<file path="src/rtl/core/wetpc_pkg.sv">
// Shared types, codes and defaults for the weighted edge table path cost block.
// No dependencies; imported by wetpc_ctrl and the top level of the block.
`default_nettype none

package wetpc_pkg;

  // Default sizing
  localparam int MAX_EDGES_DEF    = 32;
  localparam int MAX_VERTICES_DEF = 64;
  localparam int VERTEX_BITS_DEF  = 8;
  localparam int WEIGHT_BITS_DEF  = 16;
  localparam int COST_BITS        = 32;

  // Request opcodes
  localparam logic [1:0] OP_ADD  = 2'd0;
  localparam logic [1:0] OP_LIST = 2'd1;
  localparam logic [1:0] OP_PATH = 2'd2;

  // Result kinds
  localparam logic [1:0] KIND_ADD  = 2'd0;
  localparam logic [1:0] KIND_NBR  = 2'd1;
  localparam logic [1:0] KIND_PATH = 2'd2;

  // Result status codes
  localparam logic [1:0] ST_ADD_UPDATED  = 2'd0;
  localparam logic [1:0] ST_ADD_INSERTED = 2'd1;
  localparam logic [1:0] ST_ADD_FULL     = 2'd2;
  localparam logic [1:0] ST_PATH_OK      = 2'd0;
  localparam logic [1:0] ST_PATH_MISSING = 2'd1;
  localparam logic [1:0] ST_NONE         = 2'd0;

  // Sequencer states
  typedef enum logic [3:0] {
    S_IDLE,
    S_E_SCAN,
    S_V_SCAN,
    S_A_DEC,
    S_A_VB,
    S_P_ADD,
    S_L_VREAD,
    S_L_VWAIT,
    S_L_PUSH,
    S_L_END,
    S_EMIT
  } state_t;

  // Result item without the vertex field
  typedef struct packed {
    logic [1:0]           kind;
    logic [1:0]           status;
    logic                 nb_valid;
    logic [COST_BITS-1:0] cost;
    logic                 last;
  } res_t;

  // Sequencer to output register
  typedef struct packed {
    logic load;
    res_t item;
  } out_ctl_t;

endpackage

`default_nettype wire

</file>
<file path="src/rtl/core/wetpc_ram.sv">
// Generic simple dual-port RAM: one write port, one read port, registered read.
// No dependencies.
`default_nettype none

module wetpc_ram #(
  parameter int WIDTH = 8,
  parameter int DEPTH = 32,
  localparam int AW = (DEPTH > 1) ? $clog2(DEPTH) : 1
) (
  input  wire logic             clk,
  input  wire logic             we,
  input  wire logic [AW-1:0]    waddr,
  input  wire logic [WIDTH-1:0] wdata,
  input  wire logic [AW-1:0]    raddr,
  output logic      [WIDTH-1:0] rdata
);

  logic [WIDTH-1:0] mem [DEPTH];

  // Write and registered read
  always_ff @(posedge clk) begin
    if (we) begin
      mem[waddr] <= wdata;
    end
    rdata <= mem[raddr];
  end

endmodule

`default_nettype wire

</file>
<file path="src/rtl/core/wetpc_ctrl.sv">
// Sequencer and shared compare/add unit that scans the edge and vertex tables.
// Depends on wetpc_pkg; drives the ports of the two table RAMs.
`default_nettype none

module wetpc_ctrl
  import wetpc_pkg::*;
#(
  parameter int MAX_EDGES    = MAX_EDGES_DEF,
  parameter int MAX_VERTICES = MAX_VERTICES_DEF,
  parameter int VERTEX_BITS  = VERTEX_BITS_DEF,
  parameter int WEIGHT_BITS  = WEIGHT_BITS_DEF,
  localparam int EA = (MAX_EDGES > 1) ? $clog2(MAX_EDGES) : 1,
  localparam int EC = $clog2(MAX_EDGES + 1),
  localparam int VA = (MAX_VERTICES > 1) ? $clog2(MAX_VERTICES) : 1,
  localparam int VC = $clog2(MAX_VERTICES + 1),
  localparam int EW = 2 * VERTEX_BITS + WEIGHT_BITS
) (
  input  wire logic                   clk,
  input  wire logic                   rst_n,
  // Request channel
  input  wire logic                   in_valid,
  output logic                        in_stall,
  input  wire logic [1:0]             in_op,
  input  wire logic [VERTEX_BITS-1:0] in_vertex_a,
  input  wire logic [VERTEX_BITS-1:0] in_vertex_b,
  input  wire logic [WEIGHT_BITS-1:0] in_weight,
  input  wire logic                   in_path_first,
  input  wire logic                   in_path_last,
  // Output register side
  input  wire logic                   out_free,
  output out_ctl_t                    out_ctl,
  output logic [VERTEX_BITS-1:0]      out_nb,
  // Edge table RAM
  output logic                        e_we,
  output logic [EA-1:0]               e_waddr,
  output logic [EW-1:0]               e_wdata,
  output logic [EA-1:0]               e_raddr,
  input  wire logic [EW-1:0]          e_rdata,
  // Vertex list RAM
  output logic                        v_we,
  output logic [VA-1:0]               v_waddr,
  output logic [VERTEX_BITS-1:0]      v_wdata,
  output logic [VA-1:0]               v_raddr,
  input  wire logic [VERTEX_BITS-1:0] v_rdata
);

  state_t                 state_r, state_nxt;
  logic [1:0]             op_r, op_nxt;
  logic [VERTEX_BITS-1:0] a_r, a_nxt;
  logic [VERTEX_BITS-1:0] b_r, b_nxt;
  logic [WEIGHT_BITS-1:0] w_r, w_nxt;
  logic                   last_r, last_nxt;
  logic [WEIGHT_BITS-1:0] wgt_r, wgt_nxt;
  logic [EC-1:0]          ei_r, ei_nxt;
  logic [EA-1:0]          eidx_r, eidx_nxt;
  logic                   cmp_v_r, cmp_v_nxt;
  logic [VC-1:0]          vi_r, vi_nxt;
  logic [EC-1:0]          ecount_r, ecount_nxt;
  logic [VC-1:0]          vcount_r, vcount_nxt;
  logic [VERTEX_BITS-1:0] key_s_r, key_s_nxt;
  logic [VERTEX_BITS-1:0] key_d_r, key_d_nxt;
  logic                   seen_a_r, seen_a_nxt;
  logic                   seen_b_r, seen_b_nxt;
  logic                   pend_v_r, pend_v_nxt;
  logic [VERTEX_BITS-1:0] pend_nb_r, pend_nb_nxt;
  logic [VERTEX_BITS-1:0] prev_r, prev_nxt;
  logic [COST_BITS-1:0]   cost_r, cost_nxt;
  logic                   broken_r, broken_nxt;
  res_t                   res_r, res_nxt;

  logic [VERTEX_BITS-1:0] rd_src, rd_dst;
  logic [WEIGHT_BITS-1:0] rd_w;
  logic                   e_match;
  logic                   new_a, new_b;
  logic [VC:0]            v_need_sum;
  logic [COST_BITS:0]     cost_sum;
  logic [COST_BITS-1:0]   cost_sat;

  // Split the edge entry and compare it against the search key
  assign rd_src  = e_rdata[EW-1 -: VERTEX_BITS];
  assign rd_dst  = e_rdata[WEIGHT_BITS +: VERTEX_BITS];
  assign rd_w    = e_rdata[WEIGHT_BITS-1:0];
  assign e_match = cmp_v_r && (rd_src == key_s_r) && (rd_dst == key_d_r);

  // Insert decision terms
  assign new_a      = !seen_a_r;
  assign new_b      = (b_r != a_r) && !seen_b_r;
  assign v_need_sum = {1'b0, vcount_r} + (VC + 1)'(new_a) + (VC + 1)'(new_b);

  // Saturating path accumulation
  assign cost_sum = {1'b0, cost_r} + (COST_BITS + 1)'(wgt_r);
  assign cost_sat = cost_sum[COST_BITS] ? {COST_BITS{1'b1}} : cost_sum[COST_BITS-1:0];

  // Tables are always read at the scan pointers
  assign e_raddr  = ei_r[EA-1:0];
  assign v_raddr  = vi_r[VA-1:0];
  assign in_stall = (state_r != S_IDLE);

  // State register
  always_ff @(posedge clk) begin
    if (!rst_n) begin
      state_r  <= S_IDLE;
      ecount_r <= '0;
      vcount_r <= '0;
      prev_r   <= '0;
      cost_r   <= '0;
      broken_r <= 1'b0;
      cmp_v_r  <= 1'b0;
      pend_v_r <= 1'b0;
    end else begin
      state_r  <= state_nxt;
      ecount_r <= ecount_nxt;
      vcount_r <= vcount_nxt;
      prev_r   <= prev_nxt;
      cost_r   <= cost_nxt;
      broken_r <= broken_nxt;
      cmp_v_r  <= cmp_v_nxt;
      pend_v_r <= pend_v_nxt;
    end
  end

  // Payload and pointer registers
  always_ff @(posedge clk) begin
    op_r      <= op_nxt;
    a_r       <= a_nxt;
    b_r       <= b_nxt;
    w_r       <= w_nxt;
    last_r    <= last_nxt;
    wgt_r     <= wgt_nxt;
    ei_r      <= ei_nxt;
    eidx_r    <= eidx_nxt;
    vi_r      <= vi_nxt;
    key_s_r   <= key_s_nxt;
    key_d_r   <= key_d_nxt;
    seen_a_r  <= seen_a_nxt;
    seen_b_r  <= seen_b_nxt;
    pend_nb_r <= pend_nb_nxt;
    res_r     <= res_nxt;
  end

  // Next state and outputs
  always_comb begin
    state_nxt   = state_r;
    op_nxt      = op_r;
    a_nxt       = a_r;
    b_nxt       = b_r;
    w_nxt       = w_r;
    last_nxt    = last_r;
    wgt_nxt     = wgt_r;
    ei_nxt      = ei_r;
    eidx_nxt    = eidx_r;
    cmp_v_nxt   = cmp_v_r;
    vi_nxt      = vi_r;
    ecount_nxt  = ecount_r;
    vcount_nxt  = vcount_r;
    key_s_nxt   = key_s_r;
    key_d_nxt   = key_d_r;
    seen_a_nxt  = seen_a_r;
    seen_b_nxt  = seen_b_r;
    pend_v_nxt  = pend_v_r;
    pend_nb_nxt = pend_nb_r;
    prev_nxt    = prev_r;
    cost_nxt    = cost_r;
    broken_nxt  = broken_r;
    res_nxt     = res_r;
    e_we        = 1'b0;
    e_waddr     = eidx_r;
    e_wdata     = {a_r, b_r, w_r};
    v_we        = 1'b0;
    v_waddr     = vcount_r[VA-1:0];
    v_wdata     = a_r;
    out_ctl     = '{load: 1'b0, item: res_r};
    out_nb      = '0;

    unique case (state_r)
      // Take a request and start its first pass, if it needs one
      S_IDLE: begin
        if (in_valid) begin
          op_nxt   = in_op;
          a_nxt    = in_vertex_a;
          b_nxt    = in_vertex_b;
          w_nxt    = in_weight;
          last_nxt = in_path_last;
          unique case (in_op)
            OP_ADD: begin
              key_s_nxt = in_vertex_a;
              key_d_nxt = in_vertex_b;
              ei_nxt    = '0;
              cmp_v_nxt = 1'b0;
              state_nxt = S_E_SCAN;
            end
            OP_LIST: begin
              vi_nxt     = '0;
              pend_v_nxt = 1'b0;
              state_nxt  = S_L_VREAD;
            end
            OP_PATH: begin
              priority if (in_path_first) begin
                cost_nxt   = '0;
                broken_nxt = 1'b0;
                prev_nxt   = in_vertex_a;
                if (in_path_last) begin
                  res_nxt   = '{kind: KIND_PATH, status: ST_PATH_OK, nb_valid: 1'b0,
                                cost: '0, last: 1'b1};
                  state_nxt = S_EMIT;
                end
              end else if (broken_r) begin
                prev_nxt = in_vertex_a;
                if (in_path_last) begin
                  res_nxt   = '{kind: KIND_PATH, status: ST_PATH_MISSING, nb_valid: 1'b0,
                                cost: '0, last: 1'b1};
                  state_nxt = S_EMIT;
                end
              end else begin
                key_s_nxt = prev_r;
                key_d_nxt = in_vertex_a;
                ei_nxt    = '0;
                cmp_v_nxt = 1'b0;
                state_nxt = S_E_SCAN;
              end
            end
            default: begin
              // unused opcode: drop
            end
          endcase
        end
      end

      // Walk the edge table one entry a cycle, first match wins
      S_E_SCAN: begin
        priority if (e_match) begin
          cmp_v_nxt = 1'b0;
          unique case (op_r)
            OP_ADD: begin
              e_we      = 1'b1;
              res_nxt   = '{kind: KIND_ADD, status: ST_ADD_UPDATED, nb_valid: 1'b0,
                            cost: '0, last: 1'b1};
              state_nxt = S_EMIT;
            end
            OP_PATH: begin
              wgt_nxt   = rd_w;
              state_nxt = S_P_ADD;
            end
            OP_LIST: begin
              if (pend_v_r) begin
                state_nxt = S_L_PUSH;
              end else begin
                pend_v_nxt  = 1'b1;
                pend_nb_nxt = key_d_r;
                vi_nxt      = vi_r + 1'b1;
                state_nxt   = S_L_VREAD;
              end
            end
            default: state_nxt = S_IDLE;
          endcase
        end else if (ei_r == ecount_r) begin
          cmp_v_nxt = 1'b0;
          unique case (op_r)
            OP_ADD: begin
              vi_nxt     = '0;
              seen_a_nxt = 1'b0;
              seen_b_nxt = 1'b0;
              state_nxt  = S_V_SCAN;
            end
            OP_PATH: begin
              broken_nxt = 1'b1;
              cost_nxt   = '0;
              prev_nxt   = a_r;
              if (last_r) begin
                res_nxt   = '{kind: KIND_PATH, status: ST_PATH_MISSING, nb_valid: 1'b0,
                              cost: '0, last: 1'b1};
                state_nxt = S_EMIT;
              end else begin
                state_nxt = S_IDLE;
              end
            end
            OP_LIST: begin
              vi_nxt    = vi_r + 1'b1;
              state_nxt = S_L_VREAD;
            end
            default: state_nxt = S_IDLE;
          endcase
        end else begin
          cmp_v_nxt = 1'b1;
          eidx_nxt  = ei_r[EA-1:0];
          ei_nxt    = ei_r + 1'b1;
        end
      end

      // Look up both endpoints in the vertex list
      S_V_SCAN: begin
        if (cmp_v_r && (v_rdata == a_r)) begin
          seen_a_nxt = 1'b1;
        end
        if (cmp_v_r && (v_rdata == b_r)) begin
          seen_b_nxt = 1'b1;
        end
        if (vi_r == vcount_r) begin
          cmp_v_nxt = 1'b0;
          state_nxt = S_A_DEC;
        end else begin
          cmp_v_nxt = 1'b1;
          vi_nxt    = vi_r + 1'b1;
        end
      end

      // Insert the edge and its new vertices, or report full
      S_A_DEC: begin
        if ((ecount_r == EC'(MAX_EDGES)) || (v_need_sum > (VC + 1)'(MAX_VERTICES))) begin
          res_nxt   = '{kind: KIND_ADD, status: ST_ADD_FULL, nb_valid: 1'b0,
                        cost: '0, last: 1'b1};
          state_nxt = S_EMIT;
        end else begin
          e_we       = 1'b1;
          e_waddr    = ecount_r[EA-1:0];
          ecount_nxt = ecount_r + 1'b1;
          res_nxt    = '{kind: KIND_ADD, status: ST_ADD_INSERTED, nb_valid: 1'b0,
                         cost: '0, last: 1'b1};
          state_nxt  = S_EMIT;
          if (new_a || new_b) begin
            v_we       = 1'b1;
            v_wdata    = new_a ? a_r : b_r;
            vcount_nxt = vcount_r + 1'b1;
          end
          if (new_a && new_b) begin
            state_nxt = S_A_VB;
          end
        end
      end

      // Second vertex write of an insert
      S_A_VB: begin
        v_we       = 1'b1;
        v_wdata    = b_r;
        vcount_nxt = vcount_r + 1'b1;
        state_nxt  = S_EMIT;
      end

      // Accumulate the matched edge weight
      S_P_ADD: begin
        cost_nxt = cost_sat;
        prev_nxt = a_r;
        if (last_r) begin
          res_nxt   = '{kind: KIND_PATH, status: ST_PATH_OK, nb_valid: 1'b0,
                        cost: cost_sat, last: 1'b1};
          state_nxt = S_EMIT;
        end else begin
          state_nxt = S_IDLE;
        end
      end

      // Fetch the next candidate neighbor
      S_L_VREAD: begin
        state_nxt = (vi_r == vcount_r) ? S_L_END : S_L_VWAIT;
      end

      S_L_VWAIT: begin
        key_s_nxt = a_r;
        key_d_nxt = v_rdata;
        ei_nxt    = '0;
        cmp_v_nxt = 1'b0;
        state_nxt = S_E_SCAN;
      end

      // Send the held neighbor, keep the new one back
      S_L_PUSH: begin
        if (out_free) begin
          out_ctl.load = 1'b1;
          out_ctl.item = '{kind: KIND_NBR, status: ST_NONE, nb_valid: 1'b1,
                           cost: '0, last: 1'b0};
          out_nb       = pend_nb_r;
          pend_nb_nxt  = key_d_r;
          vi_nxt       = vi_r + 1'b1;
          state_nxt    = S_L_VREAD;
        end
      end

      // Close the list: held neighbor as final, or one empty item
      S_L_END: begin
        if (out_free) begin
          out_ctl.load = 1'b1;
          out_ctl.item = '{kind: KIND_NBR, status: ST_NONE, nb_valid: pend_v_r,
                           cost: '0, last: 1'b1};
          out_nb       = pend_v_r ? pend_nb_r : '0;
          pend_v_nxt   = 1'b0;
          state_nxt    = S_IDLE;
        end
      end

      // Hand a single result to the output register
      S_EMIT: begin
        if (out_free) begin
          out_ctl.load = 1'b1;
          state_nxt    = S_IDLE;
        end
      end

      default: state_nxt = S_IDLE;
    endcase
  end

  // Table fill never passes its depth
  a_ecount_bound: assert property (@(posedge clk) disable iff (!rst_n)
    ecount_r <= EC'(MAX_EDGES))
    else $error("edge count beyond table depth");

  a_vcount_bound: assert property (@(posedge clk) disable iff (!rst_n)
    vcount_r <= VC'(MAX_VERTICES))
    else $error("vertex count beyond list depth");

  // A result is only loaded when the output register can take it
  a_load_free: assert property (@(posedge clk) disable iff (!rst_n)
    out_ctl.load |-> out_free)
    else $error("result loaded into a busy output register");

  // Second vertex write always follows the insert decision
  a_vb_order: assert property (@(posedge clk) disable iff (!rst_n)
    (state_r == S_A_VB) |-> ($past(state_r) == S_A_DEC))
    else $error("second vertex write out of sequence");

  // An insert grows the edge count by exactly one
  a_insert_step: assert property (@(posedge clk) disable iff (!rst_n)
    (state_r == S_A_DEC && e_we) |=> (ecount_r == $past(ecount_r) + 1'b1))
    else $error("edge count did not advance on insert");

endmodule

`default_nettype wire

</file>
<file path="src/rtl/core/weighted_edge_table_path_cost.sv">
// Top level: edge and vertex table RAMs, sequencer and result output register.
// Depends on wetpc_pkg, wetpc_ram and wetpc_ctrl.
`default_nettype none

// Directed weighted edge table with neighbor listing and path cost. One request
// is worked at a time; in_stall stays high until the request's last result has
// been handed to the output register, which lets the next request in while a
// result still waits on out_stall. One compare unit walks the edge table (E
// entries in use) and the vertex list (V entries in use) one entry per cycle
// through registered-read RAMs. An update of an existing edge scans the edge
// table, an insert or full answer scans the edge table and then the vertex list,
// a path vertex scans the edge table, and a neighbor listing scans the edge table
// once per listed vertex. No clearing pass follows reset: the tables are only read
// below their fill counts, which reset clears.
module weighted_edge_table_path_cost
  import wetpc_pkg::*;
#(
  parameter int MAX_EDGES    = MAX_EDGES_DEF,
  parameter int MAX_VERTICES = MAX_VERTICES_DEF,
  parameter int VERTEX_BITS  = VERTEX_BITS_DEF,
  parameter int WEIGHT_BITS  = WEIGHT_BITS_DEF
) (
  input  wire logic                   clk,
  input  wire logic                   rst_n,
  // Request channel
  input  wire logic                   in_valid,
  output logic                        in_stall,
  input  wire logic [1:0]             in_op,
  input  wire logic [VERTEX_BITS-1:0] in_vertex_a,
  input  wire logic [VERTEX_BITS-1:0] in_vertex_b,
  input  wire logic [WEIGHT_BITS-1:0] in_weight,
  input  wire logic                   in_path_first,
  input  wire logic                   in_path_last,
  // Result channel
  output logic                        out_valid,
  input  wire logic                   out_stall,
  output logic [1:0]                  out_kind,
  output logic [1:0]                  out_status,
  output logic [VERTEX_BITS-1:0]      out_neighbor,
  output logic                        out_neighbor_valid,
  output logic [COST_BITS-1:0]        out_cost,
  output logic                        out_last
);

  localparam int EA = (MAX_EDGES > 1) ? $clog2(MAX_EDGES) : 1;
  localparam int VA = (MAX_VERTICES > 1) ? $clog2(MAX_VERTICES) : 1;
  localparam int EW = 2 * VERTEX_BITS + WEIGHT_BITS;

  logic                   e_we, v_we;
  logic [EA-1:0]          e_waddr, e_raddr;
  logic [EW-1:0]          e_wdata, e_rdata;
  logic [VA-1:0]          v_waddr, v_raddr;
  logic [VERTEX_BITS-1:0] v_wdata, v_rdata;
  out_ctl_t               out_ctl;
  logic [VERTEX_BITS-1:0] ctl_nb;
  logic                   out_free;

  logic                   out_valid_r;
  res_t                   out_item_r;
  logic [VERTEX_BITS-1:0] out_nb_r;

  wetpc_ram #(.WIDTH(EW), .DEPTH(MAX_EDGES)) u_edge_ram (
    .clk   (clk),
    .we    (e_we),
    .waddr (e_waddr),
    .wdata (e_wdata),
    .raddr (e_raddr),
    .rdata (e_rdata)
  );

  wetpc_ram #(.WIDTH(VERTEX_BITS), .DEPTH(MAX_VERTICES)) u_vertex_ram (
    .clk   (clk),
    .we    (v_we),
    .waddr (v_waddr),
    .wdata (v_wdata),
    .raddr (v_raddr),
    .rdata (v_rdata)
  );

  wetpc_ctrl #(
    .MAX_EDGES    (MAX_EDGES),
    .MAX_VERTICES (MAX_VERTICES),
    .VERTEX_BITS  (VERTEX_BITS),
    .WEIGHT_BITS  (WEIGHT_BITS)
  ) u_ctrl (
    .clk           (clk),
    .rst_n         (rst_n),
    .in_valid      (in_valid),
    .in_stall      (in_stall),
    .in_op         (in_op),
    .in_vertex_a   (in_vertex_a),
    .in_vertex_b   (in_vertex_b),
    .in_weight     (in_weight),
    .in_path_first (in_path_first),
    .in_path_last  (in_path_last),
    .out_free      (out_free),
    .out_ctl       (out_ctl),
    .out_nb        (ctl_nb),
    .e_we          (e_we),
    .e_waddr       (e_waddr),
    .e_wdata       (e_wdata),
    .e_raddr       (e_raddr),
    .e_rdata       (e_rdata),
    .v_we          (v_we),
    .v_waddr       (v_waddr),
    .v_wdata       (v_wdata),
    .v_raddr       (v_raddr),
    .v_rdata       (v_rdata)
  );

  // Output register frees up when empty or on a transfer
  assign out_free = !out_valid_r || !out_stall;

  always_ff @(posedge clk) begin
    if (!rst_n) begin
      out_valid_r <= 1'b0;
    end else if (out_ctl.load) begin
      out_valid_r <= 1'b1;
    end else if (!out_stall) begin
      out_valid_r <= 1'b0;
    end
  end

  // Hold the payload until its transfer
  always_ff @(posedge clk) begin
    if (out_ctl.load) begin
      out_item_r <= out_ctl.item;
      out_nb_r   <= ctl_nb;
    end
  end

  assign out_valid          = out_valid_r;
  assign out_kind           = out_item_r.kind;
  assign out_status         = out_item_r.status;
  assign out_neighbor       = out_nb_r;
  assign out_neighbor_valid = out_item_r.nb_valid;
  assign out_cost           = out_item_r.cost;
  assign out_last           = out_item_r.last;

endmodule

`default_nettype wire

</file>
<file path="config.mk">
export PLATFORM = sky130hd
export DESIGN_NAME = weighted_edge_table_path_cost
export DESIGN_NICKNAME = d
export VERILOG_FILES = /design/src/rtl/core/wetpc_pkg.sv /design/src/rtl/core/wetpc_ram.sv /design/src/rtl/core/wetpc_ctrl.sv /design/src/rtl/core/weighted_edge_table_path_cost.sv
export SDC_FILE = /design/constraint.sdc
export NUM_CORES = 2
export LEC_CHECK = 0
export BUFFER_PORTS_ARGS = -buffer_cell sky130_fd_sc_hd__buf_4
export CAP_MARGIN = 25
export CORE_MARGIN = 4
export CORE_UTILIZATION = 45
export CTS_CLUSTER_DIAMETER = 80
export DETAILED_ROUTE_END_ITERATION = 10
export GPL_TIMING_DRIVEN = 0
export PLACE_DENSITY_LB_ADDON = 0.3
export SLEW_MARGIN = 15
export SYNTH_ARGS = -nofsm -noshare
export SYNTH_HDL_FRONTEND = slang
export SYNTH_SLANG_ARGS = --single-unit
</file>
<file path="constraint.sdc">
create_clock -name clk -period 7.4 [get_ports clk]
set_input_delay 1.48 -clock clk [delete_from_list [all_inputs] [get_ports clk]]
set_output_delay 1.48 -clock clk [all_outputs]
set_load 0.02 [all_outputs]
</file>
==> results.cfg <==
[run_status]
status = completed

[cells_and_area]
final_cells = 6033
layout_commonest_cell = edfxtp_1
nFillCells = 11900
multi_input_area_um2 = 17300
syn2layout_area_growth_pct = 16.8
nNetsFinal = 3889
layout_common_cells = edfxtp_1, mux4_2, clkbuf_16, clkbuf_1, nor2_1
drive_gt1_share_pct = 28.6
register_area_um2 = 53400

[synthesis]
yosysSeqAreaShare_pct = 75.0
ys_seq_elements = 1813
yosys.cell_types.count = 84
synth_top_area_share_pct = 72.1
async_reset_ff_share_pct = 0
synth_area_leaders = edfxtp_1, mux4_2, dfxtp_1, nor2_1, xor2_1
syn_area_um2 = 71300
synth_cells = 3422
yosys.area.top_type = edfxtp_1
synth_nets = 3489
synth_ff_type = edfxtp_1
synth_edf_count = 1712
synth.yosys.warnings = 0
synth_area_per_cell_um2 = 20.8

[worst_setup_path]
cp.arrival_ns = 6.11
cp_max_fo = 20
cp-start-kind = flip-flop
worstPathRequired_ns = 7.97
path_class = flip-flop to flip-flop
r2r_slack_ns = 1.87
critPathCaptureType = flip-flop

[placement]
gp_congestion = 0.885
dp_hpwl_um = 123000
portBuffers = 87
dp_cells = 5675

[cts]
cts_tree = done
path_clk_slew_ns = 0.06
clk_latency_ns = 0.83
numCtsBuffers = 182
htree_levels = 4
clock_path_buffers = 3
cts_sinks = 1813
cts.repair.resized = 0
hold_buffers = 0
root_buffer = clkbuf_16
post_cts_buffers = 0

[floorplanning]
die_y_um = 406
fp.coreArea_um2 = 157000
initial_core_util_pct = 45.5
io_pins = 88
die_area_um2 = 165000
rows = 145
die_width_um = 406

[job]
max_cap_violations = 0

[power_and_ir_drop]
powerDensity_nw_per_um2 = 355
p_leak_nw = 26.2
p_total_mw = 29.6
vdd_ir_drop_max_mv = 0.279

[detailed_routing]
drtIter0Drc = 5027
dr.pass1.iters = 6
vias = 36400
drcViolationCount = 0
viasPerCell = 6.03
drt-total-wl_um = 181000
post_drt_wl_per_cell_um = 30.0
ant_nets = 0

[sta]
hold_ws_ns = 0.397
period_share_pct = 74.8
fin_tns_setup_ns = 0
relSlewSlack_pct = 22.8
final.min_clock_period_ns = 5.53
fin_worst_skew_ns = 0.0549
maxSlewViolCount = 0
final-hold-violation-count = 0
max_freq_mhz = 181
setup_viol = 0
worst_pin_slew_ns = 1.16
rsz0062_at_grt = no

[global_route]
grt_overflow = 0
grt_antenna_before_repair = 12
track_usage_pct = 22.1
grt_first_pass_wirelength_um = 261000
grt_pass1_vias = 36200
grt_max_degree = 65

[hold_path]
hold_path.class = flip-flop to flip-flop
synthesized netlist by cell type, drive strengths merged, types with 4 or more instances:
library cell,number
nor2b,10
and2,62
or2,6
xor2,56
or3,14
a41oi,5
buf,80
o211ai,5
and3,8
xnor2,28
nand4,11
a31oi,20
mux2,40
nand3,38
o31ai,13
nor3b,4
nor2,165
mux2i,26
nor4b,8
a311oi,5
ha,25
o221a,6
dfxtp,101
nor3,58
a21oi,88
edfxtp,1712
nor4,16
mux4,488
inv,32
clkbuf,112
nand2b,5
nand2,53
o21a,25
o21ai,31
a21o,5
a41o,5
a211oi,9
cell type report:
type | count | share of cell area [%]
antenna | 7 | 0.0210
buffer | 192 | 0.995
clock buffer | 251 | 5.98
clock inverter | 79 | 1.12
inverter | 32 | 0.144
multi-input combinational | 1385 | 20.8
sequential | 1813 | 64.2
tap | 2058 | 3.09
timing repair buffer | 216 | 3.70
state kept, by name, indices dropped and copies added, names as in the netlist, 16 cells and up:
name              cells
u_edge_ram.rdata     32
out_cost             32
u_ctrl.wgt_r         16
u_vertex_ram.mem    512
u_ctrl.w_r           16
u_ctrl.res_r         35
u_ctrl.cost_r        32
u_edge_ram.mem     1024
layer usage:
layer  share of wire (%)  track usage, %  up-vias
met2                  47            34.4     1788
met1                  41            31.5    19200
met5               0.029               0        -
met4                 3.3            7.21        8
met3                 8.7            4.82      324
li1                    -               -    15000
final timing paths:
kind | depth (start not counted) | start | to
worst max-delay path | 18 | u_ctrl.b_r[4] | u_edge_ram.mem[26][31]
worst max register to register | 18 | u_ctrl.b_r[4] | u_edge_ram.mem[26][31]
worst min-delay path | 0 | u_edge_ram.rdata[13] | u_ctrl.wgt_r[13]
worst min register to register | 0 | u_edge_ram.rdata[13] | u_ctrl.wgt_r[13]
critical path, cell delays in order (launching register included):
cell and delay [ns]:
edfxtp_1 0.84, buf_8 0.24, xor2_1 0.08, nor4_1 0.32, a41o_1 0.36, fa_1 0.24
inv_1 0.05, ha_1 0.26, inv_1 0.05, a311oi_1 0.25, nor2_1 0.10, o21a_1 0.23
nand2_1 0.15, buf_2 0.27, nor2_1 0.12, a22oi_2 0.92, nor2_4 0.32, buf_16 0.27
buf_16 0.17
logic make-up after synthesis:
| kind of cell | count (synthesis) | synth area share (%) |
|---|---|---|
| DFF | 1813 | 75.0 |
| muxes | 554 | 16.4 |
| and+or+nand+nor | 474 | 3.39 |
| AOI/OAI and AO/OA | 246 | 2.38 |
| buffers and inverters | 224 | 1.33 |
| xor gates and xnor gates | 84 | 1.03 |
| adders and majority gates | 27 | 0.495 |
power by group:
part	internal [mW]	switching [mW]	total [mW]	leakage, nW
combinational	3.49	4.48	7.97	7.07
clock	5.13	3.90	9.04	2.84
sequential	12.2	0.384	12.6	16.3
metrics by stage:
| step | utilization [%] | area (um2) | worst slack [ns] |
|---|---|---|---|
| after global routing | 53.1 | 83200 | 1.57 |
| final | 53.1 | 83300 | 1.87 |
| after CTS | 52.9 | 83000 | 1.76 |
| after global placement | 47.5 | 74500 | -1.68 |
| after floorplan | - | 71300 | 1.21 |
| after detailed placement | 49.1 | 77000 | 1.85 |
Power figures use the tool's default switching activity.
